## src/design/rgbgd_pkg.sv

```systemverilog
// Shared widths, constants, types and pixel functions of the gray downscaler.
// No dependencies; every design module imports this package.
package rgbgd_pkg;

  localparam int unsigned SIZE_W    = 9;
  localparam int unsigned COORD_W   = 7;
  localparam int unsigned PIX_W     = 16;
  localparam int unsigned ADDR_W    = 16;
  localparam int unsigned GRAY_W    = 8;
  localparam int unsigned FRAC_W    = 16;
  localparam int unsigned STEP_W    = 24;
  localparam int unsigned SX_W      = COORD_W + STEP_W;
  localparam int unsigned POS_W     = SX_W - FRAC_W;
  localparam int unsigned REG_IDX_W = 1;
  localparam int unsigned STORE_DEPTH = 1 << ADDR_W;

  localparam int unsigned MAX_WIDTH  = 256;
  localparam int unsigned MAX_HEIGHT = 256;
  localparam int unsigned OUT_SIZE   = 96;
  localparam int unsigned RESET_SIZE = 96;

  localparam logic [COORD_W-1:0] COORD_MAX = COORD_W'(OUT_SIZE - 1);

  // Step = ((size - 1) << 16) / (OUT_SIZE - 1), done as a multiply by a rounded-up
  // reciprocal. The numerator fits in SIZE_W + FRAC_W bits, which makes the result exact.
  localparam int unsigned STEP_DIV = OUT_SIZE - 1;
  localparam int unsigned STEP_L   = $clog2(STEP_DIV);
  localparam int unsigned STEP_S   = SIZE_W + FRAC_W + STEP_L;
  localparam int unsigned STEP_M_W = SIZE_W + FRAC_W + 1;
  localparam longint unsigned STEP_M = ((64'd1 << STEP_S) + STEP_DIV - 1) / STEP_DIV;
  localparam int unsigned STEP_SH  = STEP_S - FRAC_W;
  localparam logic [STEP_W-1:0] STEP_RESET =
    STEP_W'(((RESET_SIZE - 1) << FRAC_W) / STEP_DIV);

  // Reciprocals for the exact divisions by 31 and 63 in the color expansion.
  localparam int unsigned RECIP31 = 8457;
  localparam int unsigned SHIFT31 = 18;
  localparam int unsigned RECIP63 = 16645;
  localparam int unsigned SHIFT63 = 20;

  localparam int unsigned WEIGHT_R = 77;
  localparam int unsigned WEIGHT_G = 150;
  localparam int unsigned WEIGHT_B = 29;

  localparam logic [GRAY_W-1:0] GRAY_BIAS = 8'd128;

  localparam logic FUNC_LOAD    = 1'b0;
  localparam logic FUNC_COMPUTE = 1'b1;

  typedef enum logic [REG_IDX_W-1:0] {
    REG_SRC_WIDTH  = 1'b0,
    REG_SRC_HEIGHT = 1'b1
  } reg_idx_e;

  typedef struct packed {
    logic [SIZE_W-1:0] width;
    logic [SIZE_W-1:0] height;
    logic [STEP_W-1:0] x_step;
    logic [STEP_W-1:0] y_step;
    logic              degen;
  } cfg_t;

  function automatic logic [GRAY_W-1:0] expand5(input logic [4:0] v);
    logic [31:0] prod;
    prod = 32'(v) * 32'd255 * 32'(RECIP31);
    return GRAY_W'(prod >> SHIFT31);
  endfunction

  function automatic logic [GRAY_W-1:0] expand6(input logic [5:0] v);
    logic [31:0] prod;
    prod = 32'(v) * 32'd255 * 32'(RECIP63);
    return GRAY_W'(prod >> SHIFT63);
  endfunction

  function automatic logic [GRAY_W-1:0] gray_sum(input logic [GRAY_W-1:0] r,
                                                 input logic [GRAY_W-1:0] g,
                                                 input logic [GRAY_W-1:0] b);
    logic [31:0] sum;
    sum = 32'(r) * 32'(WEIGHT_R) + 32'(g) * 32'(WEIGHT_G) + 32'(b) * 32'(WEIGHT_B);
    return GRAY_W'(sum >> 8);
  endfunction

endpackage

```

## src/design/rgbgd_cfg.sv

```systemverilog
// Size registers and their Q16 steps; a write recomputes the step of that axis.
// Depends on rgbgd_pkg.
module rgbgd_cfg (
  input  logic                               clk_i,
  input  logic                               rst_ni,
  input  logic                               cfg_we_i,
  input  logic [rgbgd_pkg::REG_IDX_W-1:0]    cfg_idx_i,
  input  logic [rgbgd_pkg::SIZE_W-1:0]       cfg_wdata_i,
  output rgbgd_pkg::cfg_t                    cfg_o
);
  import rgbgd_pkg::*;

  localparam int unsigned PROD_W = SIZE_W + STEP_M_W;

  logic [SIZE_W-1:0] sat_size;
  logic [SIZE_W-1:0] size_m1;
  logic [PROD_W-1:0] step_prod;
  logic [STEP_W-1:0] new_step;

  logic [SIZE_W-1:0] width_q, width_d, height_q, height_d;
  logic [STEP_W-1:0] x_step_q, x_step_d, y_step_q, y_step_d;

  always_comb begin
    sat_size = cfg_wdata_i;
    unique case (cfg_idx_i)
      REG_SRC_WIDTH: begin
        if (32'(cfg_wdata_i) > MAX_WIDTH) sat_size = SIZE_W'(MAX_WIDTH);
      end
      REG_SRC_HEIGHT: begin
        if (32'(cfg_wdata_i) > MAX_HEIGHT) sat_size = SIZE_W'(MAX_HEIGHT);
      end
    endcase
    // A size of zero or one gives a zero step.
    size_m1   = (sat_size == '0) ? '0 : sat_size - 1'b1;
    step_prod = PROD_W'(size_m1) * PROD_W'(STEP_M);
    new_step  = STEP_W'(step_prod >> STEP_SH);
  end

  always_comb begin
    width_d  = width_q;
    height_d = height_q;
    x_step_d = x_step_q;
    y_step_d = y_step_q;
    if (cfg_we_i) begin
      unique case (cfg_idx_i)
        REG_SRC_WIDTH: begin
          width_d  = sat_size;
          x_step_d = new_step;
        end
        REG_SRC_HEIGHT: begin
          height_d = sat_size;
          y_step_d = new_step;
        end
      endcase
    end
  end

  always_ff @(posedge clk_i or negedge rst_ni) begin
    if (!rst_ni) begin
      width_q  <= SIZE_W'(RESET_SIZE);
      height_q <= SIZE_W'(RESET_SIZE);
      x_step_q <= STEP_RESET;
      y_step_q <= STEP_RESET;
    end else begin
      width_q  <= width_d;
      height_q <= height_d;
      x_step_q <= x_step_d;
      y_step_q <= y_step_d;
    end
  end

  assign cfg_o.width  = width_q;
  assign cfg_o.height = height_q;
  assign cfg_o.x_step = x_step_q;
  assign cfg_o.y_step = y_step_q;
  assign cfg_o.degen  = (width_q <= SIZE_W'(1)) || (height_q <= SIZE_W'(1));

endmodule

```

## config.mk

```make
export PLATFORM = sky130hd
export DESIGN_NAME = rgbgd_cfg
export DESIGN_NICKNAME = d
export VERILOG_FILES = /design/src/design/rgbgd_pkg.sv /design/src/design/rgbgd_cfg.sv
export SDC_FILE = /design/constraint.sdc
export NUM_CORES = 1
export LEC_CHECK = 0
export ABC_AREA = 0
export BUFFER_PORTS_ARGS = -buffer_cell sky130_fd_sc_hd__buf_2
export CAP_MARGIN = 20
export CELL_PAD_IN_SITES_DETAIL_PLACEMENT = 0
export CELL_PAD_IN_SITES_GLOBAL_PLACEMENT = 1
export CORE_MARGIN = 8
export CORE_UTILIZATION = 46
export CTS_BUF_LIST = sky130_fd_sc_hd__clkbuf_8
export DETAILED_ROUTE_END_ITERATION = 16
export PLACE_DENSITY_LB_ADDON = 0.1
export SLEW_MARGIN = 20
export SYNTH_ARGS = -nofsm -noshare
export SYNTH_HDL_FRONTEND = slang
export SYNTH_SLANG_ARGS = --single-unit
```

## constraint.sdc

```tcl
create_clock -name clk_i -period 1 [get_ports clk_i]
set_input_delay 0.1 -clock clk_i [delete_from_list [all_inputs] [get_ports clk_i]]
set_output_delay 0.1 -clock clk_i [all_outputs]
set_load 0.01 [all_outputs]
```

==> impl_metrics.env <==
export IMPL_diodes=0
export IMPL_synthCells=742
export IMPL_worstSetupPathType="in2reg"
export IMPL_synth_edff_count=0
export IMPL_dp_hpwl_um=16900
export IMPL_ys_types=55
export IMPL_rows=43
export IMPL_h_tree_depth=2
export IMPL_grt_max_degree=57
export IMPL_fp_dieArea_um2=18000
export IMPL_die_w_um=134
export IMPL_grt_first_pass_wirelength_um=33600
export IMPL_wl_um=20700
export IMPL_top_layer="met4"
export IMPL_viasPerCell=5.33
export IMPL_final_cell_area_um2=9790
export IMPL_relSlewSlack=0.594
export IMPL_critical_path_top_delay_family="adder cells"
export IMPL_grt_overflow=0
export IMPL_cts_root_buf="clkbuf_8"
export IMPL_critPathArrivalTime_ns=5.30
export IMPL_nets=1177
export IMPL_met2_wirelength_um=10200
export IMPL_worst_slew_pin_slew_ns=0.606
export IMPL_finalCriticalPeriod_ns=5.08
export IMPL_cts_tree="yes"
export IMPL_rsz0062_at_grt="yes"
export IMPL_end_kind="flop"
export IMPL_max_stage_delay_ns=0.57
export IMPL_wire_per_inst_um=17.2
export IMPL_post_route_util=0.714
export IMPL_antenna_left=0
export IMPL_die_y_um=134
export IMPL_status="complete, but fails checks"
export IMPL_violations="negative setup slack"
export IMPL_clock_sinks=56
export IMPL_start_util=0.467
export IMPL_setup_violations=55
export IMPL_coreArea_um2=13700
export IMPL_portBuffers=69
export IMPL_drt_met1_wl_um=9060
export IMPL_dpl_instance_area_um2=8560
export IMPL_critPathSlowestCell="fa_2"
export IMPL_max_cap_viol_count=0
export IMPL_first_iter_violations=277
export IMPL_synth_warnings=0
export IMPL_antenna_found_initial=0
export IMPL_cts_inserted_buffers=5
export IMPL_grt_util_all_layers=0.231
export IMPL_wl_met3_um=935
export IMPL_path_clk_slew_ns=0.11
export IMPL_syn2layout_area_growth_pct=52.9
export IMPL_drive_gt1_frac=0.445
export IMPL_grt_pass1_vias=6610
export IMPL_synthFlopType="dfrtp_1"
export IMPL_io_pin_count=80
export IMPL_worst_path_max_fanout=6
export IMPL_cts_buffer_depth=2
export IMPL_gp_congestion=0.958
export IMPL_fin_worst_skew_ns=0
export IMPL_ys_seq_area_frac=0.220
export IMPL_post_route_drc_count=0
export IMPL_syn_area_um2=6400
export IMPL_slew_viol_final=0
export IMPL_fin_crit_sh=5.08
export IMPL_async_flop_share=1.00
export IMPL_ys_seq_elements=56
export IMPL_finalNonFillerCells=1203
export IMPL_setup_tns_ns=-151.31
export IMPL_dp_cells=1154
export IMPL_startpoint_type="input port"
export IMPL_syn_area_per_cell_um2=8.63
export IMPL_vias=6413
export IMPL_worst_hold_path_type="in2reg"
export IMPL_clock_latency_ns=0.32
export IMPL_path_cells="buf_6 -> or3_4 -> or3_4 -> nor3_4 -> and2_4 -> or2_4 -> clkinvlp_4 -> fa_2 -> fa_1 -> inv_1 -> fa_1 -> inv_2 -> fa_2 -> ha_4 -> buf_6 -> and4_4 -> nand3_4 -> buf_6 -> a211oi_4 -> o31a_1 -> o31ai_2"
export IMPL_cpMostUsedCell="buf_6"
export IMPL_critPathRequiredTime_ns=1.23
export IMPL_timing_final_ws_setup_ns=-4.08
export IMPL_dr_pass1_iters=5
export IMPL_critical_path_buf_inv_count=6
export IMPL_finalHoldViolCount=0
export IMPL_fmax_mhz=197
==> repair_timing <==
| item | CTS | global route |
|---|---|---|
| resized for setup | 127 | 37 |
| hold buffers | 1 | 0 |
| hold endpoints to repair | 50 | 0 |
| endpoints found under the setup margin | 54 | 76 |
| setup buffers | 26 | 21 |
| pin swaps | 89 | 20 |
==> sequential cells by signal (all words and copies together) (netlist names) <==
signal    flops
y_step_q     19
height_q      9
x_step_q     19
width_q       9
==> tightest hold or removal path, cell delays in order <==
cell and delay [ns]:
buf_2 0.11, nor2b_1 0.07, nand2b_1 0.07, o211ai_1 0.09
==> Yosys cell counts, drive strengths merged (4+ instances only) <==
master | n | share of area
xor2 | 5 | 0.0068
dfrtp | 50 | 0.20
fa | 54 | 0.17
buf | 22 | 0.021
a21oi | 44 | 0.036
or3 | 4 | 0.0047
o211ai | 11 | 0.013
dfstp | 6 | 0.025
o21ai | 54 | 0.042
nor3 | 16 | 0.013
xnor2 | 5 | 0.0068
a211oi | 9 | 0.011
nand2 | 104 | 0.061
nand2b | 4 | 0.0039
clkbuf | 16 | 0.0094
nor2 | 18 | 0.011
a21o | 6 | 0.0070
nor4 | 6 | 0.0059
o21a | 15 | 0.018
inv | 117 | 0.069
o311ai | 4 | 0.0055
nand3 | 10 | 0.0086
o31ai | 21 | 0.025
and2 | 4 | 0.0039
nand4 | 11 | 0.011
ha | 88 | 0.17
and3 | 4 | 0.0039
==> placed cells by master, fill, tap and decap left out, types with 13 or more instances in the layout <==
master and count:
buf_2 47, o21ai_1 13, fa_1 49, inv_1 105, buf_6 44, o21a_1 14
o21ai_0 29, nand2_1 95, ha_4 20, a21oi_1 22, a21oi_2 14, nor2_1 15
buf_4 208, dfrtp_1 50, ha_1 68
==> per-layer routing <==
layer | global-route usage | vias to the layer above
met4 | 0.0655 | 0
li1 | - | 3073
met1 | 0.298 | 3146
met2 | 0.394 | 160
met3 | 0.0348 | 34
met5 | 0 | -
==> final timing paths <==
kind / from / to / slack [ns] / cells past startpoint
max: cfg_wdata_i[4] / y_step_q[14] / -4.08 / 21
min: cfg_idx_i / x_step_q[18] / 0.14 / 4
max reg2reg: height_q[6] / height_q[6] / -0.01 / 5
min reg2reg: x_step_q[8] / x_step_q[8] / 0.48 / 2
max in group asynchronous: rst_ni / width_q[6] / 0.40 / 3
min in group asynchronous: rst_ni / y_step_q[7] / 0.28 / 3
==> stage by stage <==
step | worst slack (ns) | hold WS (ns)
after CTS | -3.99 | 0.134
after floorplan | -4.04 | -0.196
final | -4.08 | 0.145
after global routing | -4.20 | 0.165
after detailed placement | -4.67 | 0.122
after global placement | -4.60 | 0.113
==> cell type report <==
cell class / instances / area (µm²)
tap: 180 / 225
clock buffer: 5 / 68.8
fill: 1087 / 3930
inverter: 117 / 445
clock inverter: 3 / 38.8
sequential: 56 / 1410
timing repair buffer: 302 / 2340
multi-input combinational: 540 / 5260
==> cells by family after synthesis <==
| group | share of synthesized area |
|---|---|
| xor+xnor | 0.0137 |
| compound gates | 0.183 |
| fa+ha+maj | 0.341 |
| simple gates | 0.143 |
| other cells | 0.000585 |
| buf+inv | 0.0987 |
| flops | 0.220 |
Power is left out: the tool's default activity adds up to more than one toggle a clock period on the data nets, which glitch-free logic cannot reach.
