<file path="src/design/rgbgd_pkg.sv">
// Shared widths, constants, types and pixel functions of the gray downscaler.
// No dependencies; every design module imports this package.
package rgbgd_pkg;

  localparam int unsigned SIZE_W    = 9;
  localparam int unsigned COORD_W   = 7;
  localparam int unsigned PIX_W     = 16;
  localparam int unsigned ADDR_W    = 16;
  localparam int unsigned GRAY_W    = 8;
  localparam int unsigned FRAC_W    = 16;
  localparam int unsigned STEP_W    = 24;
  localparam int unsigned SX_W      = COORD_W + STEP_W;
  localparam int unsigned POS_W     = SX_W - FRAC_W;
  localparam int unsigned REG_IDX_W = 1;
  localparam int unsigned STORE_DEPTH = 1 << ADDR_W;

  localparam int unsigned MAX_WIDTH  = 256;
  localparam int unsigned MAX_HEIGHT = 256;
  localparam int unsigned OUT_SIZE   = 96;
  localparam int unsigned RESET_SIZE = 96;

  localparam logic [COORD_W-1:0] COORD_MAX = COORD_W'(OUT_SIZE - 1);

  // Step = ((size - 1) << 16) / (OUT_SIZE - 1), done as a multiply by a rounded-up
  // reciprocal. The numerator fits in SIZE_W + FRAC_W bits, which makes the result exact.
  localparam int unsigned STEP_DIV = OUT_SIZE - 1;
  localparam int unsigned STEP_L   = $clog2(STEP_DIV);
  localparam int unsigned STEP_S   = SIZE_W + FRAC_W + STEP_L;
  localparam int unsigned STEP_M_W = SIZE_W + FRAC_W + 1;
  localparam longint unsigned STEP_M = ((64'd1 << STEP_S) + STEP_DIV - 1) / STEP_DIV;
  localparam int unsigned STEP_SH  = STEP_S - FRAC_W;
  localparam logic [STEP_W-1:0] STEP_RESET =
    STEP_W'(((RESET_SIZE - 1) << FRAC_W) / STEP_DIV);

  // Reciprocals for the exact divisions by 31 and 63 in the color expansion.
  localparam int unsigned RECIP31 = 8457;
  localparam int unsigned SHIFT31 = 18;
  localparam int unsigned RECIP63 = 16645;
  localparam int unsigned SHIFT63 = 20;

  localparam int unsigned WEIGHT_R = 77;
  localparam int unsigned WEIGHT_G = 150;
  localparam int unsigned WEIGHT_B = 29;

  localparam logic [GRAY_W-1:0] GRAY_BIAS = 8'd128;

  localparam logic FUNC_LOAD    = 1'b0;
  localparam logic FUNC_COMPUTE = 1'b1;

  typedef enum logic [REG_IDX_W-1:0] {
    REG_SRC_WIDTH  = 1'b0,
    REG_SRC_HEIGHT = 1'b1
  } reg_idx_e;

  typedef struct packed {
    logic [SIZE_W-1:0] width;
    logic [SIZE_W-1:0] height;
    logic [STEP_W-1:0] x_step;
    logic [STEP_W-1:0] y_step;
    logic              degen;
  } cfg_t;

  function automatic logic [GRAY_W-1:0] expand5(input logic [4:0] v);
    logic [31:0] prod;
    prod = 32'(v) * 32'd255 * 32'(RECIP31);
    return GRAY_W'(prod >> SHIFT31);
  endfunction

  function automatic logic [GRAY_W-1:0] expand6(input logic [5:0] v);
    logic [31:0] prod;
    prod = 32'(v) * 32'd255 * 32'(RECIP63);
    return GRAY_W'(prod >> SHIFT63);
  endfunction

  function automatic logic [GRAY_W-1:0] gray_sum(input logic [GRAY_W-1:0] r,
                                                 input logic [GRAY_W-1:0] g,
                                                 input logic [GRAY_W-1:0] b);
    logic [31:0] sum;
    sum = 32'(r) * 32'(WEIGHT_R) + 32'(g) * 32'(WEIGHT_G) + 32'(b) * 32'(WEIGHT_B);
    return GRAY_W'(sum >> 8);
  endfunction

endpackage

</file>
<file path="src/design/rgbgd_lerp.sv">
// Shared linear interpolator: y = a + floor((b - a) * w / 2^16), registered.
// Depends on rgbgd_pkg.
module rgbgd_lerp (
  input  logic                             clk_i,
  input  logic [rgbgd_pkg::GRAY_W-1:0]     a_i,
  input  logic [rgbgd_pkg::GRAY_W-1:0]     b_i,
  input  logic [rgbgd_pkg::FRAC_W-1:0]     w_i,
  output logic [rgbgd_pkg::GRAY_W-1:0]     y_o
);
  import rgbgd_pkg::*;

  logic signed [GRAY_W:0]          diff;
  logic signed [GRAY_W+FRAC_W+1:0] prod;
  logic signed [GRAY_W+1:0]        delta;
  logic        [GRAY_W+1:0]        sum;
  logic        [GRAY_W-1:0]        y_q;

  // a*(1-w) + b*w equals a + (b-a)*w; the arithmetic shift gives the floor.
  always_comb begin
    diff  = $signed({1'b0, b_i}) - $signed({1'b0, a_i});
    prod  = diff * $signed({1'b0, w_i});
    delta = (GRAY_W + 2)'(prod >>> FRAC_W);
    sum   = {2'b00, a_i} + $unsigned(delta);
  end

  always_ff @(posedge clk_i) begin
    y_q <= sum[GRAY_W-1:0];
  end

  assign y_o = y_q;

endmodule

</file>
<file path="config.mk">
export PLATFORM = sky130hd
export DESIGN_NAME = rgbgd_lerp
export DESIGN_NICKNAME = d
export VERILOG_FILES = /design/src/design/rgbgd_pkg.sv /design/src/design/rgbgd_lerp.sv
export SDC_FILE = /design/constraint.sdc
export NUM_CORES = 1
export LEC_CHECK = 0
export ABC_AREA = 1
export BUFFER_PORTS_ARGS = -buffer_cell sky130_fd_sc_hd__buf_2
export CAP_MARGIN = 40
export CORE_UTILIZATION = 55
export CTS_BUF_LIST = sky130_fd_sc_hd__clkbuf_8
export CTS_CLUSTER_DIAMETER = 30
export DETAILED_ROUTE_END_ITERATION = 16
export PLACE_DENSITY = 0.85
export SLEW_MARGIN = 10
export SYNTH_ARGS = -nofsm -noshare
export SYNTH_HDL_FRONTEND = slang
export SYNTH_SLANG_ARGS = --single-unit
</file>
<file path="constraint.sdc">
create_clock -name clk_i -period 10.1 [get_ports clk_i]
set_input_delay 1.01 -clock clk_i [delete_from_list [all_inputs] [get_ports clk_i]]
set_output_delay 1.01 -clock clk_i [all_outputs]
set_load 0.02 [all_outputs]
</file>
==> flow_summary.html, run 1 <==
<table>
<tr><th>Metric</th><th>Value</th></tr>
<tr><th colspan="2">GRT</th></tr>
<tr><td>Global-route total usage across every layer</td><td>0.276</td></tr>
<tr><td>Antenna violations before repair</td><td>0</td></tr>
<tr><td>Via count of the first global-routing pass</td><td>4966</td></tr>
<tr><td>Global-route wire length before repair</td><td>21900 microns</td></tr>
<tr><td>Congestion Overflow GR</td><td>0</td></tr>
<tr><td>Maximum number of pins on one net before global-route repair</td><td>17</td></tr>
<tr><th colspan="2">Clock network</th></tr>
<tr><td>Number of CTS-inserted buffers</td><td>3</td></tr>
<tr><td>Resize count post-CTS</td><td>0</td></tr>
<tr><td>Clock transition at the registers of the reported paths</td><td>0.04 ns</td></tr>
<tr><td>Post-CTS setup buffer count</td><td>0</td></tr>
<tr><td>Number of buffers inserted for hold repair after clock tree synthesis</td><td>0</td></tr>
<tr><td>Number of H-tree levels</td><td>1</td></tr>
<tr><td>Root buffer cell</td><td>sky130_fd_sc_hd__clkbuf_8</td></tr>
<tr><td>Max Buffers Root-to-Sink</td><td>2</td></tr>
<tr><td>Clock sink count</td><td>8</td></tr>
<tr><td>CTS tree</td><td>built</td></tr>
<tr><th colspan="2">Logic synthesis</th></tr>
<tr><td>Cell Area, Synth</td><td>5340 sq um</td></tr>
<tr><td>Post-synthesis sequential element count</td><td>8</td></tr>
<tr><td>Post-Synth Simple-Gate Area</td><td>0.226</td></tr>
<tr><td>Avg Cell Area, Syn</td><td>7.51 sq um</td></tr>
<tr><td>Most used flip-flop cell after synthesis</td><td>sky130_fd_sc_hd__dfxtp_1</td></tr>
<tr><td>Total nets after synthesis</td><td>914</td></tr>
<tr><td>Synth Area in Adders</td><td>0.542</td></tr>
<tr><td>Share of the yosys chip area belonging to registers</td><td>0.0300</td></tr>
<tr><td>Multiplexer share of the synthesized area</td><td>0</td></tr>
<tr><td>Number of warnings reported in the yosys synthesis log</td><td>0</td></tr>
<tr><td>Xor and xnor area share after synthesis</td><td>0.0274</td></tr>
<tr><td>Count of mapped cells out of synthesis</td><td>710</td></tr>
<tr><td>Synth unique cells</td><td>30</td></tr>
<tr><td>Complex-gate fraction of the synthesized area</td><td>0.0495</td></tr>
<tr><td>Share of flip-flops with an asynchronous set or reset after synthesis</td><td>0</td></tr>
<tr><td>Post-synth EDFFs</td><td>0</td></tr>
<tr><td>Main combinational cell family by area after synthesis</td><td>adder cells</td></tr>
<tr><th colspan="2">Hold path</th></tr>
<tr><td>Cell depth of the worst min-delay path</td><td>2</td></tr>
<tr><td>Source of the worst hold timing path</td><td>a_i[0]</td></tr>
<tr><td>Class of the tightest hold or removal check</td><td>input pin to flip-flop</td></tr>
<tr><td>Endpoint, Worst Hold</td><td>y_o[0]</td></tr>
<tr><th colspan="2">Floorplan</th></tr>
<tr><td>Die area</td><td>10100 sq um</td></tr>
<tr><td>Count of standard-cell rows</td><td>35</td></tr>
<tr><td>Overall die height</td><td>100 microns</td></tr>
<tr><td>Initial Util</td><td>0.572</td></tr>
<tr><td>CORE AREA</td><td>9330 sq um</td></tr>
<tr><td>Number of primary I/O pins</td><td>41</td></tr>
<tr><td>Width of the die</td><td>100 microns</td></tr>
<tr><th colspan="2">Timing</th></tr>
<tr><td>Worst hold slack across all endpoints</td><td>1.07 ns</td></tr>
<tr><td>Setup WS post-layout</td><td>2.29 ns</td></tr>
<tr><td>Ratio of final minimum period to clock period</td><td>0.774</td></tr>
<tr><td>Max Freq</td><td>0.128 GHz</td></tr>
<tr><td>Setup Total Neg Slack</td><td>0 ns</td></tr>
<tr><td>Setup repair after global routing missed its margin</td><td>false</td></tr>
<tr><td>Headroom to the max-slew limit</td><td>0.454</td></tr>
<tr><td>Number of hold-slack violations in the final timing report</td><td>0</td></tr>
<tr><td>Clock period minus final worst setup slack</td><td>7.81 ns</td></tr>
<tr><td>Final setup violation count</td><td>0</td></tr>
<tr><td>Max-slew violation count</td><td>0</td></tr>
<tr><td>Actual transition at the worst max-transition pin</td><td>0.819 ns</td></tr>
<tr><th colspan="2">Drt</th></tr>
<tr><td>Post-route DRC</td><td>0</td></tr>
<tr><td>Number of nets still failing antenna checks after routing</td><td>0</td></tr>
<tr><td>Via Count</td><td>4656</td></tr>
<tr><td>Number of detailed-route iterations in the first pass</td><td>5</td></tr>
<tr><td>Iteration-0 DRC count of the detailed router</td><td>175</td></tr>
<tr><td>Routed length per instance</td><td>14.7 microns</td></tr>
<tr><td>Via density per instance</td><td>5.32</td></tr>
<tr><td>Total Routed Length</td><td>12800 microns</td></tr>
<tr><th colspan="2">Critical path</th></tr>
<tr><td>Peak fanout along the critical path</td><td>16</td></tr>
<tr><td>Type of the worst setup path</td><td>input pin to flip-flop</td></tr>
<tr><td>CP peak stage delay</td><td>0.64 ns</td></tr>
<tr><td>Data arrival time of the critical path</td><td>7.93 ns</td></tr>
<tr><td>Critical Path End Type</td><td>flip-flop</td></tr>
<tr><td>Required time of the worst setup path</td><td>10.22 ns</td></tr>
<tr><td>Crit path max-delay cell type</td><td>sky130_fd_sc_hd__xor2_2</td></tr>
<tr><td>Critical path startpoint category</td><td>input pin</td></tr>
<tr><th colspan="2">Place</th></tr>
<tr><td>Setup Slack @ Placement</td><td>2.09 ns</td></tr>
<tr><td>Gpl congestion</td><td>0.958</td></tr>
<tr><td>Count of input and output buffers</td><td>40</td></tr>
<tr><td>DP HPWL</td><td>11200 microns</td></tr>
<tr><th colspan="2">Final layout</th></tr>
<tr><td>Area growth syn-to-layout</td><td>6.85%</td></tr>
<tr><td>ANT cells</td><td>0</td></tr>
<tr><td>Number of nets at the end of the flow</td><td>952</td></tr>
<tr><td>Layout cells sized above 1</td><td>0.0898</td></tr>
<tr><td>Final-layout fill cell count</td><td>820</td></tr>
<tr><td>Flip-flop count of the largest register, all copies and words added</td><td>8</td></tr>
<tr><th colspan="2">Flow run</th></tr>
<tr><td>Max cap viols</td><td>0</td></tr>
<tr><th colspan="2">Run status</th></tr>
<tr><td>Status</td><td>complete, no violations</td></tr>
</table>
==> cell type report <==
| class | instances | area, sq um | area share |
|---|---|---|---|
| inverter | 164 | 616 | 0.108 |
| timing repair buffer | 42 | 215 | 0.0378 |
| multi-input combinational | 529 | 4510 | 0.791 |
| clock buffer | 3 | 41.3 | 0.00724 |
| tap | 129 | 161 | 0.0283 |
| sequential | 8 | 160 | 0.0281 |
==> layout by cell type, fill, tap and decap left out, types with 6 or more instances in the layout <==
cell,instances
sky130_fd_sc_hd__ha_1,71
sky130_fd_sc_hd__fa_1,100
sky130_fd_sc_hd__dfxtp_1,8
sky130_fd_sc_hd__nor2_1,98
sky130_fd_sc_hd__nand3_1,22
sky130_fd_sc_hd__xor2_1,9
sky130_fd_sc_hd__buf_2,40
sky130_fd_sc_hd__o21ai_0,6
sky130_fd_sc_hd__nand4_1,6
sky130_fd_sc_hd__a21oi_1,24
sky130_fd_sc_hd__nand2_1,157
sky130_fd_sc_hd__inv_1,162
sky130_fd_sc_hd__nor2_2,9
==> how the worst max path moves through the flow <==
stage	startpoint	to	slack, ns	depth (start not counted)
detailed placement	a_i[2]	y_o[7]	2.09	39
CTS	a_i[0]	y_o[7]	2.32	37
global placement	a_i[0]	y_o[7]	2.31	37
finish	a_i[2]	y_o[7]	2.29	37
floorplan	b_i[0]	y_o[7]	2.88	37
global route	a_i[2]	y_o[7]	1.81	39
==> worst max-delay path, delay by kind of cell <==
family                   cells  cell delay (ns)
buffers and inverters        9             0.48
AO/OA/AOI/OAI                6             0.89
adder cells (fa/ha/maj)      8             3.62
AND/OR/NAND/NOR             12             1.14
XOR/XNOR                     2             0.80
==> cells in the mapped netlist (3+ instances only) <==
master / number / area (sq um)
sky130_fd_sc_hd__dfxtp_1: 8 / 160
sky130_fd_sc_hd__nor2_2: 9 / 56.3
sky130_fd_sc_hd__xnor2_1: 4 / 35.0
sky130_fd_sc_hd__inv_1: 162 / 608
sky130_fd_sc_hd__ha_1: 71 / 888
sky130_fd_sc_hd__buf_2: 3 / 15.0
sky130_fd_sc_hd__xor2_1: 9 / 78.8
sky130_fd_sc_hd__o21bai_1: 3 / 22.5
sky130_fd_sc_hd__nand3_1: 22 / 110
sky130_fd_sc_hd__o21ai_0: 6 / 30.0
sky130_fd_sc_hd__fa_1: 100 / 2000
sky130_fd_sc_hd__a21oi_1: 24 / 120
sky130_fd_sc_hd__nand2_1: 157 / 589
sky130_fd_sc_hd__o21ai_2: 3 / 26.3
sky130_fd_sc_hd__nor2_1: 98 / 368
sky130_fd_sc_hd__nand4_1: 6 / 37.5
sky130_fd_sc_hd__clkbuf_1: 4 / 15.0
sky130_fd_sc_hd__nor3_1: 3 / 15.0
==> metal layers <==
metal  vias to the layer above  global-route usage  wire length [microns]
li1                       2191                   -                      -
met1                      2221               0.338                   4970
met2                       193               0.493                   6450
met3                        51              0.0416                    857
met4                         0              0.0992                    559
met5                         -                   0                      0
==> stage by stage <==
step                instance area [sq um]  cells   util
floorplan                            5340    710      -
global placement                     5660    872  0.607
detailed placement                   5660    872  0.607
CTS                                  5700    875  0.611
global route                         5700    875  0.611
finish                               5700    875  0.611
==> cell families after synthesis <==
logic type	count (synthesis)
AOI/OAI and AO/OA	44
xor gates and xnor gates	15
adders and majority gates	171
buffers and inverters	173
DFF	8
and+or+nand+nor	299
Power of run 1 is left out: the tool's default activity adds up to more than one toggle a clock period on the data nets, which glitch-free logic cannot reach.
==> run 2, diff against run 1 <==
--- a/config.mk
+++ b/config.mk
@@ -12,7 +12,7 @@
 export CTS_BUF_LIST = sky130_fd_sc_hd__clkbuf_8
 export CTS_CLUSTER_DIAMETER = 30
 export DETAILED_ROUTE_END_ITERATION = 16
-export PLACE_DENSITY = 0.85
+export PLACE_DENSITY = 0.88
 export SLEW_MARGIN = 10
 export SYNTH_ARGS = -nofsm -noshare
 export SYNTH_HDL_FRONTEND = slang
==> constraint.sdc (replaced) <==
create_clock -name clk_i -period 7.1 [get_ports clk_i]
set_input_delay 0.71 -clock clk_i [delete_from_list [all_inputs] [get_ports clk_i]]
set_output_delay 0.71 -clock clk_i [all_outputs]
set_load 0.02 [all_outputs]
==> run 2 against run 1 <==
  * Routed wire length up 9.9%
  * Flip-flop and latch count unchanged
  * Cell count up 4.7%
  * Via count up 5.5%
  * Setup slack worse by 2.1 ns
  * Critical path type unchanged
  * Sequential share of layout area down 0.25 points
  * Non-clock buffer count up 41
  * Final area up 9.7%
  * Critical path depth unchanged
  * Utilization up 5.9 points
  * Hold slack worse by 0.22 ns
==> flow_summary.html, run 2 (synthesis gave the netlist of run 1 again) <==
<table>
<tr><th>Metric</th><th>Value</th></tr>
<tr><th colspan="2">Critical path</th></tr>
<tr><td>Largest delay share family, worst path</td><td>adder cells</td></tr>
<tr><td>Type of the worst setup path</td><td>input pin to flip-flop</td></tr>
<tr><td>CP peak stage delay</td><td>0.59 ns (-0.05 ns)</td></tr>
<tr><td>Critical Path End Type</td><td>flip-flop</td></tr>
<tr><td>Crit path max-delay cell type</td><td>sky130_fd_sc_hd__fa_1</td></tr>
<tr><td>Data arrival time of the critical path</td><td>7.09 ns (-0.84 ns)</td></tr>
<tr><td>CP most frequent cell</td><td>sky130_fd_sc_hd__nand2_1</td></tr>
<tr><td>Critical path startpoint category</td><td>input pin</td></tr>
<tr><td>Number of buffer and inverter stages on the critical path</td><td>8 (-1)</td></tr>
<tr><td>Required time of the worst setup path</td><td>7.23 ns (-2.99 ns)</td></tr>
<tr><td>Peak fanout along the critical path</td><td>5 (-11)</td></tr>
<tr><th colspan="2">Final layout</th></tr>
<tr><td>Number of nets at the end of the flow</td><td>993 (+4.3%)</td></tr>
<tr><td>Final-layout fill cell count</td><td>724 (-12%)</td></tr>
<tr><td>ANT cells</td><td>0 (unchanged)</td></tr>
<tr><td>Fin cells</td><td>916 (+4.7%)</td></tr>
<tr><td>Sequential cell area in the final layout</td><td>160 sq um (unchanged)</td></tr>
<tr><td>Layout cells sized above 1</td><td>0.187 (+0.0970)</td></tr>
<tr><td>Flip-flop count of the largest register, all copies and words added</td><td>8 (unchanged)</td></tr>
<tr><td>Area growth syn-to-layout</td><td>17.2%</td></tr>
<tr><td>Area occupied by multi-input gates</td><td>4750 sq um (+5.3%)</td></tr>
<tr><td>Final cell area excluding filler cells</td><td>6250 sq um (+9.7%)</td></tr>
<tr><td>Most used cells in the layout excluding fill and tap cells</td><td>160 x sky130_fd_sc_hd__inv_1, 151 x sky130_fd_sc_hd__nand2_1, 99 x sky130_fd_sc_hd__fa_1</td></tr>
<tr><td>Most frequent standard cell in the layout excluding fill and tap cells</td><td>sky130_fd_sc_hd__inv_1</td></tr>
<tr><th colspan="2">Clock network</th></tr>
<tr><td>Number of CTS-inserted buffers</td><td>3 (unchanged)</td></tr>
<tr><td>Max Buffers Root-to-Sink</td><td>2 (unchanged)</td></tr>
<tr><td>Number of H-tree levels</td><td>1 (unchanged)</td></tr>
<tr><td>Number of buffers inserted for hold repair after clock tree synthesis</td><td>0 (unchanged)</td></tr>
<tr><td>Clock transition at the registers of the reported paths</td><td>0.04 ns (about the same)</td></tr>
<tr><td>Clock sink count</td><td>8 (unchanged)</td></tr>
<tr><td>Root buffer cell</td><td>sky130_fd_sc_hd__clkbuf_8</td></tr>
<tr><td>CTS tree</td><td>built</td></tr>
<tr><th colspan="2">Timing</th></tr>
<tr><td>Headroom to the max-slew limit</td><td>0.756 (+0.302)</td></tr>
<tr><td>Max Freq</td><td>0.144 GHz</td></tr>
<tr><td>Ratio of final minimum period to clock period</td><td>0.980</td></tr>
<tr><td>Actual transition at the worst max-transition pin</td><td>0.366 ns (-0.452 ns)</td></tr>
<tr><td>Final setup violation count</td><td>0 (unchanged)</td></tr>
<tr><td>Max-slew violation count</td><td>0 (unchanged)</td></tr>
<tr><td>Number of hold-slack violations in the final timing report</td><td>0 (unchanged)</td></tr>
<tr><td>Clock period minus final worst setup slack</td><td>6.96 ns</td></tr>
<tr><th colspan="2">GRT</th></tr>
<tr><td>Global-route total usage across every layer</td><td>0.277 (+0.00114)</td></tr>
<tr><td>Maximum number of pins on one net before global-route repair</td><td>13 (-4)</td></tr>
<tr><td>Congestion Overflow GR</td><td>0 (unchanged)</td></tr>
<tr><td>Antenna violations before repair</td><td>0 (unchanged)</td></tr>
<tr><td>Global-route wire length before repair</td><td>22000 microns (about the same)</td></tr>
<tr><td>Via count of the first global-routing pass</td><td>4925 (-0.83%)</td></tr>
<tr><th colspan="2">Hold path</th></tr>
<tr><td>Source of the worst hold timing path</td><td>a_i[1]</td></tr>
<tr><td>Endpoint, Worst Hold</td><td>y_o[1]</td></tr>
<tr><td>Class of the tightest hold or removal check</td><td>input pin to flip-flop</td></tr>
<tr><td>Cell depth of the worst min-delay path</td><td>2 (unchanged)</td></tr>
<tr><th colspan="2">Flow run</th></tr>
<tr><td>Max cap viols</td><td>0 (unchanged)</td></tr>
<tr><th colspan="2">Floorplan</th></tr>
<tr><td>Number of primary I/O pins</td><td>41 (unchanged)</td></tr>
<tr><td>Die area</td><td>10100 sq um (unchanged)</td></tr>
<tr><td>Count of standard-cell rows</td><td>35 (unchanged)</td></tr>
<tr><td>Overall die height</td><td>100 microns (unchanged)</td></tr>
<tr><td>CORE AREA</td><td>9330 sq um (unchanged)</td></tr>
<tr><td>Initial Util</td><td>0.572 (unchanged)</td></tr>
<tr><td>Width of the die</td><td>100 microns (unchanged)</td></tr>
<tr><th colspan="2">Place</th></tr>
<tr><td>Placed instance area</td><td>5930 sq um (+4.8%)</td></tr>
<tr><td>DP HPWL</td><td>11400 microns (+1.4%)</td></tr>
<tr><td>Count of input and output buffers</td><td>40 (unchanged)</td></tr>
<tr><td>Gpl congestion</td><td>0.965 (+0.78%)</td></tr>
<tr><td>Cell Count Post-Placement</td><td>908 (+4.1%)</td></tr>
<tr><th colspan="2">Drt</th></tr>
<tr><td>Via Count</td><td>4910 (+5.5%)</td></tr>
<tr><td>Via density per instance</td><td>5.36 (+0.74%)</td></tr>
<tr><td>Post-route DRC</td><td>0 (unchanged)</td></tr>
<tr><td>Routed length per instance</td><td>15.4 microns (+5.0%)</td></tr>
<tr><td>Total Routed Length</td><td>14100 microns (+9.9%)</td></tr>
<tr><td>Number of nets still failing antenna checks after routing</td><td>0 (unchanged)</td></tr>
<tr><td>Number of detailed-route iterations in the first pass</td><td>6 (+1)</td></tr>
<tr><td>Iteration-0 DRC count of the detailed router</td><td>276 (+58%)</td></tr>
<tr><th colspan="2">Run status</th></tr>
<tr><td>Status</td><td>complete, no violations</td></tr>
</table>
==> run 2: changes by cell type in the layout (fill, tap and decap cells not counted), moves of 2 or more <==
cell / change
sky130_fd_sc_hd__nor2_2: +4
sky130_fd_sc_hd__inv_1: -2
sky130_fd_sc_hd__nor3_1: -2
sky130_fd_sc_hd__nor2_1: -4
sky130_fd_sc_hd__a21oi_1: -9
sky130_fd_sc_hd__nor3_2: +2
sky130_fd_sc_hd__nand2_2: +6
sky130_fd_sc_hd__a21oi_2: +9
sky130_fd_sc_hd__nand2_1: -6
sky130_fd_sc_hd__buf_4: +40
sky130_fd_sc_hd__ha_4: +12
sky130_fd_sc_hd__ha_1: -13
==> run 2: worst max path at each step <==
stage	startpoint	to	slack, ns	depth (start not counted)
after global placement	a_i[0]	y_o[5]	-0.01	31
after CTS	b_i[0]	y_o[7]	0.05	36
after global routing	a_i[1]	y_o[7]	-0.17	37
after detailed placement	b_i[0]	y_o[7]	-0.17	38
final	a_i[1]	y_o[7]	0.14	37
after floorplan	b_i[0]	y_o[7]	0.18	37
==> run 2: per-stage QoR <==
step	setup TNS (ns)	hold slack (ns)	utilization	worst slack, ns
6_report	0	0.848	0.670	0.140
5_1_grt	-0.397	0.855	0.670	-0.174
4_1_cts	0	0.841	0.640	0.0522
3_5_place_dp	-0.335	1.07	0.636	-0.167
3_3_place_gp	-0.0117	1.07	0.636	-0.0104
2_1_floorplan	0	0.840	-	0.183
==> run 2: cell type report <==
type / count / area share
Multi-Input combinational cell: 529 / 0.759
Inverter: 164 / 0.0988
Timing Repair Buffer: 83 / 0.0842
Tap cell: 129 / 0.0258
Sequential cell: 8 / 0.0256
Clock buffer: 3 / 0.00660
==> run 2: timing repair <==
| item | CTS | global route |
|---|---|---|
| hold endpoints to repair | 0 | 0 |
| buffers inserted | 0 | 5 |
| resized for setup | 0 | 43 |
| endpoints found under the setup margin | 0 | 5 |
==> run 2: layer usage <==
metal / wire length [microns] / vias to the layer above / track usage
met3: 988 / 47 / 0.0347
met2: 7170 / 219 / 0.482
li1: - / 2274 / -
met1: 5430 / 2370 / 0.357
met5: 0 / - / 0
met4: 515 / 0 / 0.0936
Power of run 2 is left out for the same reason.
==> run 3, diff against run 2 <==
--- a/config.mk
+++ b/config.mk
@@ -5,14 +5,14 @@
 export SDC_FILE = /design/constraint.sdc
 export NUM_CORES = 1
 export LEC_CHECK = 0
-export ABC_AREA = 1
 export BUFFER_PORTS_ARGS = -buffer_cell sky130_fd_sc_hd__buf_2
 export CAP_MARGIN = 40
 export CORE_UTILIZATION = 55
 export CTS_BUF_LIST = sky130_fd_sc_hd__clkbuf_8
-export CTS_CLUSTER_DIAMETER = 30
+export CTS_CLUSTER_DIAMETER = 200
 export DETAILED_ROUTE_END_ITERATION = 16
 export PLACE_DENSITY = 0.88
+export SKIP_CTS_REPAIR_TIMING = 1
 export SLEW_MARGIN = 10
 export SYNTH_ARGS = -nofsm -noshare
 export SYNTH_HDL_FRONTEND = slang
==> run 3 against run 2 <==
  * The run now ends with setup timing left
  * Maximum frequency down 8.3%
  * Cell count down 20%
  * Setup slack worse by 0.63 ns
  * Final area fell by 4.1%
  * Synthesized area fell by 6.7%
  * Hold slack got worse by 0.013 ns
  * Critical endpoint unchanged
  * Largest cell class unchanged
==> flow_summary.html, run 3 <==
<table>
<tr><th>Metric</th><th>Value</th></tr>
<tr><th colspan="2">Run status</th></tr>
<tr><td>Status</td><td>finished with violations</td></tr>
<tr><td>Violated checks</td><td>setup timing</td></tr>
<tr><th colspan="2">Clock network</th></tr>
<tr><td>CTS tree</td><td>built</td></tr>
<tr><td>Number of CTS-inserted buffers</td><td>3 (unchanged)</td></tr>
<tr><td>Clock transition at the registers of the reported paths</td><td>0.04 ns (about the same)</td></tr>
<tr><td>Number of H-tree levels</td><td>1 (unchanged)</td></tr>
<tr><td>Clock sink count</td><td>8 (unchanged)</td></tr>
<tr><td>Root buffer cell</td><td>sky130_fd_sc_hd__clkbuf_8</td></tr>
<tr><td>Max Buffers Root-to-Sink</td><td>2 (unchanged)</td></tr>
<tr><th colspan="2">Logic synthesis</th></tr>
<tr><td>Top area cells in the synthesized netlist</td><td>sky130_fd_sc_hd__fa_1 40%, sky130_fd_sc_hd__ha_1 18%, sky130_fd_sc_hd__and2_1 8.5%</td></tr>
<tr><td>Post-synthesis sequential element count</td><td>8 (unchanged)</td></tr>
<tr><td>Area share of the leading cell type in the synthesized netlist</td><td>0.402 (+0.0269)</td></tr>
<tr><td>Post-synth EDFFs</td><td>0 (unchanged)</td></tr>
<tr><td>Most frequent cell after synthesis</td><td>sky130_fd_sc_hd__fa_1</td></tr>
<tr><td>Number of warnings reported in the yosys synthesis log</td><td>0 (unchanged)</td></tr>
<tr><td>Share of flip-flops with an asynchronous set or reset after synthesis</td><td>0 (unchanged)</td></tr>
<tr><td>Share of the yosys chip area belonging to registers</td><td>0.0322 (+0.00215)</td></tr>
<tr><td>Synth unique cells</td><td>43 (+43%)</td></tr>
<tr><td>Largest area contributor in the synthesized netlist</td><td>sky130_fd_sc_hd__fa_1</td></tr>
<tr><td>Total nets after synthesis</td><td>729 (-20%)</td></tr>
<tr><td>Avg Cell Area, Syn</td><td>9.48 sq um (+26%)</td></tr>
<tr><td>Count of mapped cells out of synthesis</td><td>525 (-26%)</td></tr>
<tr><td>Synth top cells by count</td><td>100 x sky130_fd_sc_hd__fa_1, 96 x sky130_fd_sc_hd__inv_1, 71 x sky130_fd_sc_hd__ha_1</td></tr>
<tr><td>Cell Area, Synth</td><td>4980 sq um (-6.7%)</td></tr>
<tr><td>Most used flip-flop cell after synthesis</td><td>sky130_fd_sc_hd__dfxtp_1</td></tr>
<tr><th colspan="2">Final layout</th></tr>
<tr><td>Flip-flop count of the largest register, all copies and words added</td><td>8 (unchanged)</td></tr>
<tr><td>ANT cells</td><td>0 (unchanged)</td></tr>
<tr><td>Most used cells in the layout excluding fill and tap cells</td><td>98 x sky130_fd_sc_hd__fa_1, 92 x sky130_fd_sc_hd__inv_1, 68 x sky130_fd_sc_hd__and2_1</td></tr>
<tr><td>Final cell area excluding filler cells</td><td>6000 sq um (-4.1%)</td></tr>
<tr><td>Layout cells sized above 1</td><td>0.254 (+0.0672)</td></tr>
<tr><td>Area growth syn-to-layout</td><td>20.5%</td></tr>
<tr><td>Finished Core Util</td><td>0.684 (+0.0140)</td></tr>
<tr><td>Final-layout fill cell count</td><td>607 (-16%)</td></tr>
<tr><td>Most frequent standard cell in the layout excluding fill and tap cells</td><td>sky130_fd_sc_hd__fa_1</td></tr>
<tr><td>Number of nets at the end of the flow</td><td>832 (-16%)</td></tr>
<tr><th colspan="2">Flow run</th></tr>
<tr><td>Max cap viols</td><td>0 (unchanged)</td></tr>
<tr><th colspan="2">GRT</th></tr>
<tr><td>Global-route wire length before repair</td><td>20200 microns (-7.9%)</td></tr>
<tr><td>Maximum number of pins on one net before global-route repair</td><td>14 (+1)</td></tr>
<tr><td>Via count of the first global-routing pass</td><td>4362 (-11%)</td></tr>
<tr><td>Congestion Overflow GR</td><td>0 (unchanged)</td></tr>
<tr><td>Antenna violations before repair</td><td>0 (unchanged)</td></tr>
<tr><td>Global-route total usage across every layer</td><td>0.266 (-0.0109)</td></tr>
<tr><th colspan="2">Critical path</th></tr>
<tr><td>Crit path max-delay cell type</td><td>sky130_fd_sc_hd__fa_1</td></tr>
<tr><td>Type of the worst setup path</td><td>input pin to flip-flop</td></tr>
<tr><td>Critical path startpoint category</td><td>input pin</td></tr>
<tr><td>Peak fanout along the critical path</td><td>3 (-2)</td></tr>
<tr><td>Critical Path End Type</td><td>flip-flop</td></tr>
<tr><td>CP peak stage delay</td><td>0.55 ns (-0.04 ns)</td></tr>
<tr><td>Data arrival time of the critical path</td><td>7.69 ns (+0.60 ns)</td></tr>
<tr><td>CP most frequent cell</td><td>sky130_fd_sc_hd__fa_1</td></tr>
<tr><td>Required time of the worst setup path</td><td>7.21 ns (-0.02 ns)</td></tr>
<tr><th colspan="2">Timing</th></tr>
<tr><td>Max-slew violation count</td><td>0 (unchanged)</td></tr>
<tr><td>Worst hold slack across all endpoints</td><td>0.835 ns (-0.0130 ns)</td></tr>
<tr><td>Headroom to the max-slew limit</td><td>0.715 (-0.0401)</td></tr>
<tr><td>Number of hold-slack violations in the final timing report</td><td>0 (unchanged)</td></tr>
<tr><td>Ratio of final minimum period to clock period</td><td>1.07 (+0.0882)</td></tr>
<tr><td>Actual transition at the worst max-transition pin</td><td>0.427 ns (+0.0606 ns)</td></tr>
<tr><td>Final setup violation count</td><td>5 (+5)</td></tr>
<tr><td>Setup WS post-layout</td><td>-0.486 ns (-0.626 ns)</td></tr>
<tr><td>Max Freq</td><td>0.132 GHz (-8.3%)</td></tr>
<tr><td>Clock period minus final worst setup slack</td><td>7.59 ns (+0.626 ns)</td></tr>
<tr><td>Setup repair after global routing missed its margin</td><td>true</td></tr>
<tr><th colspan="2">Place</th></tr>
<tr><td>DP HPWL</td><td>10200 microns (-11%)</td></tr>
<tr><td>Placed instance area</td><td>5790 sq um (-2.4%)</td></tr>
<tr><td>Setup Slack @ Placement</td><td>-0.885 ns (-0.718 ns)</td></tr>
<tr><td>Count of input and output buffers</td><td>40 (unchanged)</td></tr>
<tr><td>Gpl congestion</td><td>0.913 (-5.4%)</td></tr>
<tr><th colspan="2">Floorplan</th></tr>
<tr><td>CORE AREA</td><td>8760 sq um (-6.0%)</td></tr>
<tr><td>Overall die height</td><td>97.1 microns (-3.3%)</td></tr>
<tr><td>Initial Util</td><td>0.568 (-0.00386)</td></tr>
<tr><td>Die area</td><td>9440 sq um (-6.6%)</td></tr>
<tr><td>Count of standard-cell rows</td><td>34 (-2.9%)</td></tr>
<tr><td>Width of the die</td><td>97.1 microns (-3.3%)</td></tr>
<tr><td>Number of primary I/O pins</td><td>41 (unchanged)</td></tr>
<tr><th colspan="2">Drt</th></tr>
<tr><td>Iteration-0 DRC count of the detailed router</td><td>169 (-39%)</td></tr>
<tr><td>Total Routed Length</td><td>12900 microns (-8.6%)</td></tr>
<tr><td>Via Count</td><td>4063 (-17%)</td></tr>
<tr><td>Post-route DRC</td><td>0 (unchanged)</td></tr>
<tr><td>Number of detailed-route iterations in the first pass</td><td>5 (-1)</td></tr>
<tr><td>Routed length per instance</td><td>17.6 microns (+14%)</td></tr>
<tr><td>Number of nets still failing antenna checks after routing</td><td>0 (unchanged)</td></tr>
<tr><td>Via density per instance</td><td>5.54 (+3.3%)</td></tr>
<tr><th colspan="2">Hold path</th></tr>
<tr><td>Class of the tightest hold or removal check</td><td>input pin to flip-flop</td></tr>
</table>
==> run 3: cell types whose count changed after synthesis, sizes merged, moves of 13 or more <==
| cell | delta |
|---|---|
| inv | -68 |
| nand2 | -122 |
| and2 | +68 |
| xnor2 | +13 |
| nand3 | -21 |
| nor2 | -89 |
| nand2b | +29 |
==> run 3: stage by stage <==
stage / std cells / TNS, ns
2_1_floorplan: 525 / -1.38
5_1_grt: 734 / -2.98
3_3_place_gp: 727 / -1.81
3_5_place_dp: 727 / -3.39
6_report: 734 / -1.48
4_1_cts: 730 / -2.01
==> run 3: cells by family after synthesis <==
family,after synthesis,share of synthesized area
AO/OA/AOI/OAI,42,0.0623
AND/OR/NAND/NOR,176,0.198
adder cells (fa/ha/maj),171,0.581
buffers and inverters,105,0.0807
XOR/XNOR,23,0.0462
flip-flops,8,0.0322
==> run 3: worst paths after layout <==
path	startpoint	end	slack [ns]	cells past startpoint
max	a_i[1]	y_o[7]	-0.49	32
min	a_i[0]	y_o[0]	0.84	3
==> run 3: cell type report <==
cell class / instances / area (sq um) / share of cell area
tap: 108 / 135 / 0.0225
clock buffer: 3 / 41.3 / 0.00688
multi-input combinational: 412 / 4560 / 0.760
inverter: 96 / 373 / 0.0622
sequential: 8 / 160 / 0.0267
timing repair buffer: 107 / 729 / 0.122
==> run 3: worst max-delay path: cells and delay by family <==
family | cells | cell delay (ns)
AOI/OAI and AO/OA | 9 | 1.73
adders and majority gates | 8 | 3.40
buffers and inverters | 5 | 0.37
xor gates and xnor gates | 3 | 0.53
and+or+nand+nor | 7 | 0.94
==> run 3: routing by layer <==
layer	up-vias	wire length [microns]	global-route usage
met5	-	0	0
met4	0	372	0.0608
met3	35	504	0.0245
met2	155	7140	0.515
met1	2054	4880	0.315
li1	1819	-	-
Power of run 3 is left out for the same reason.
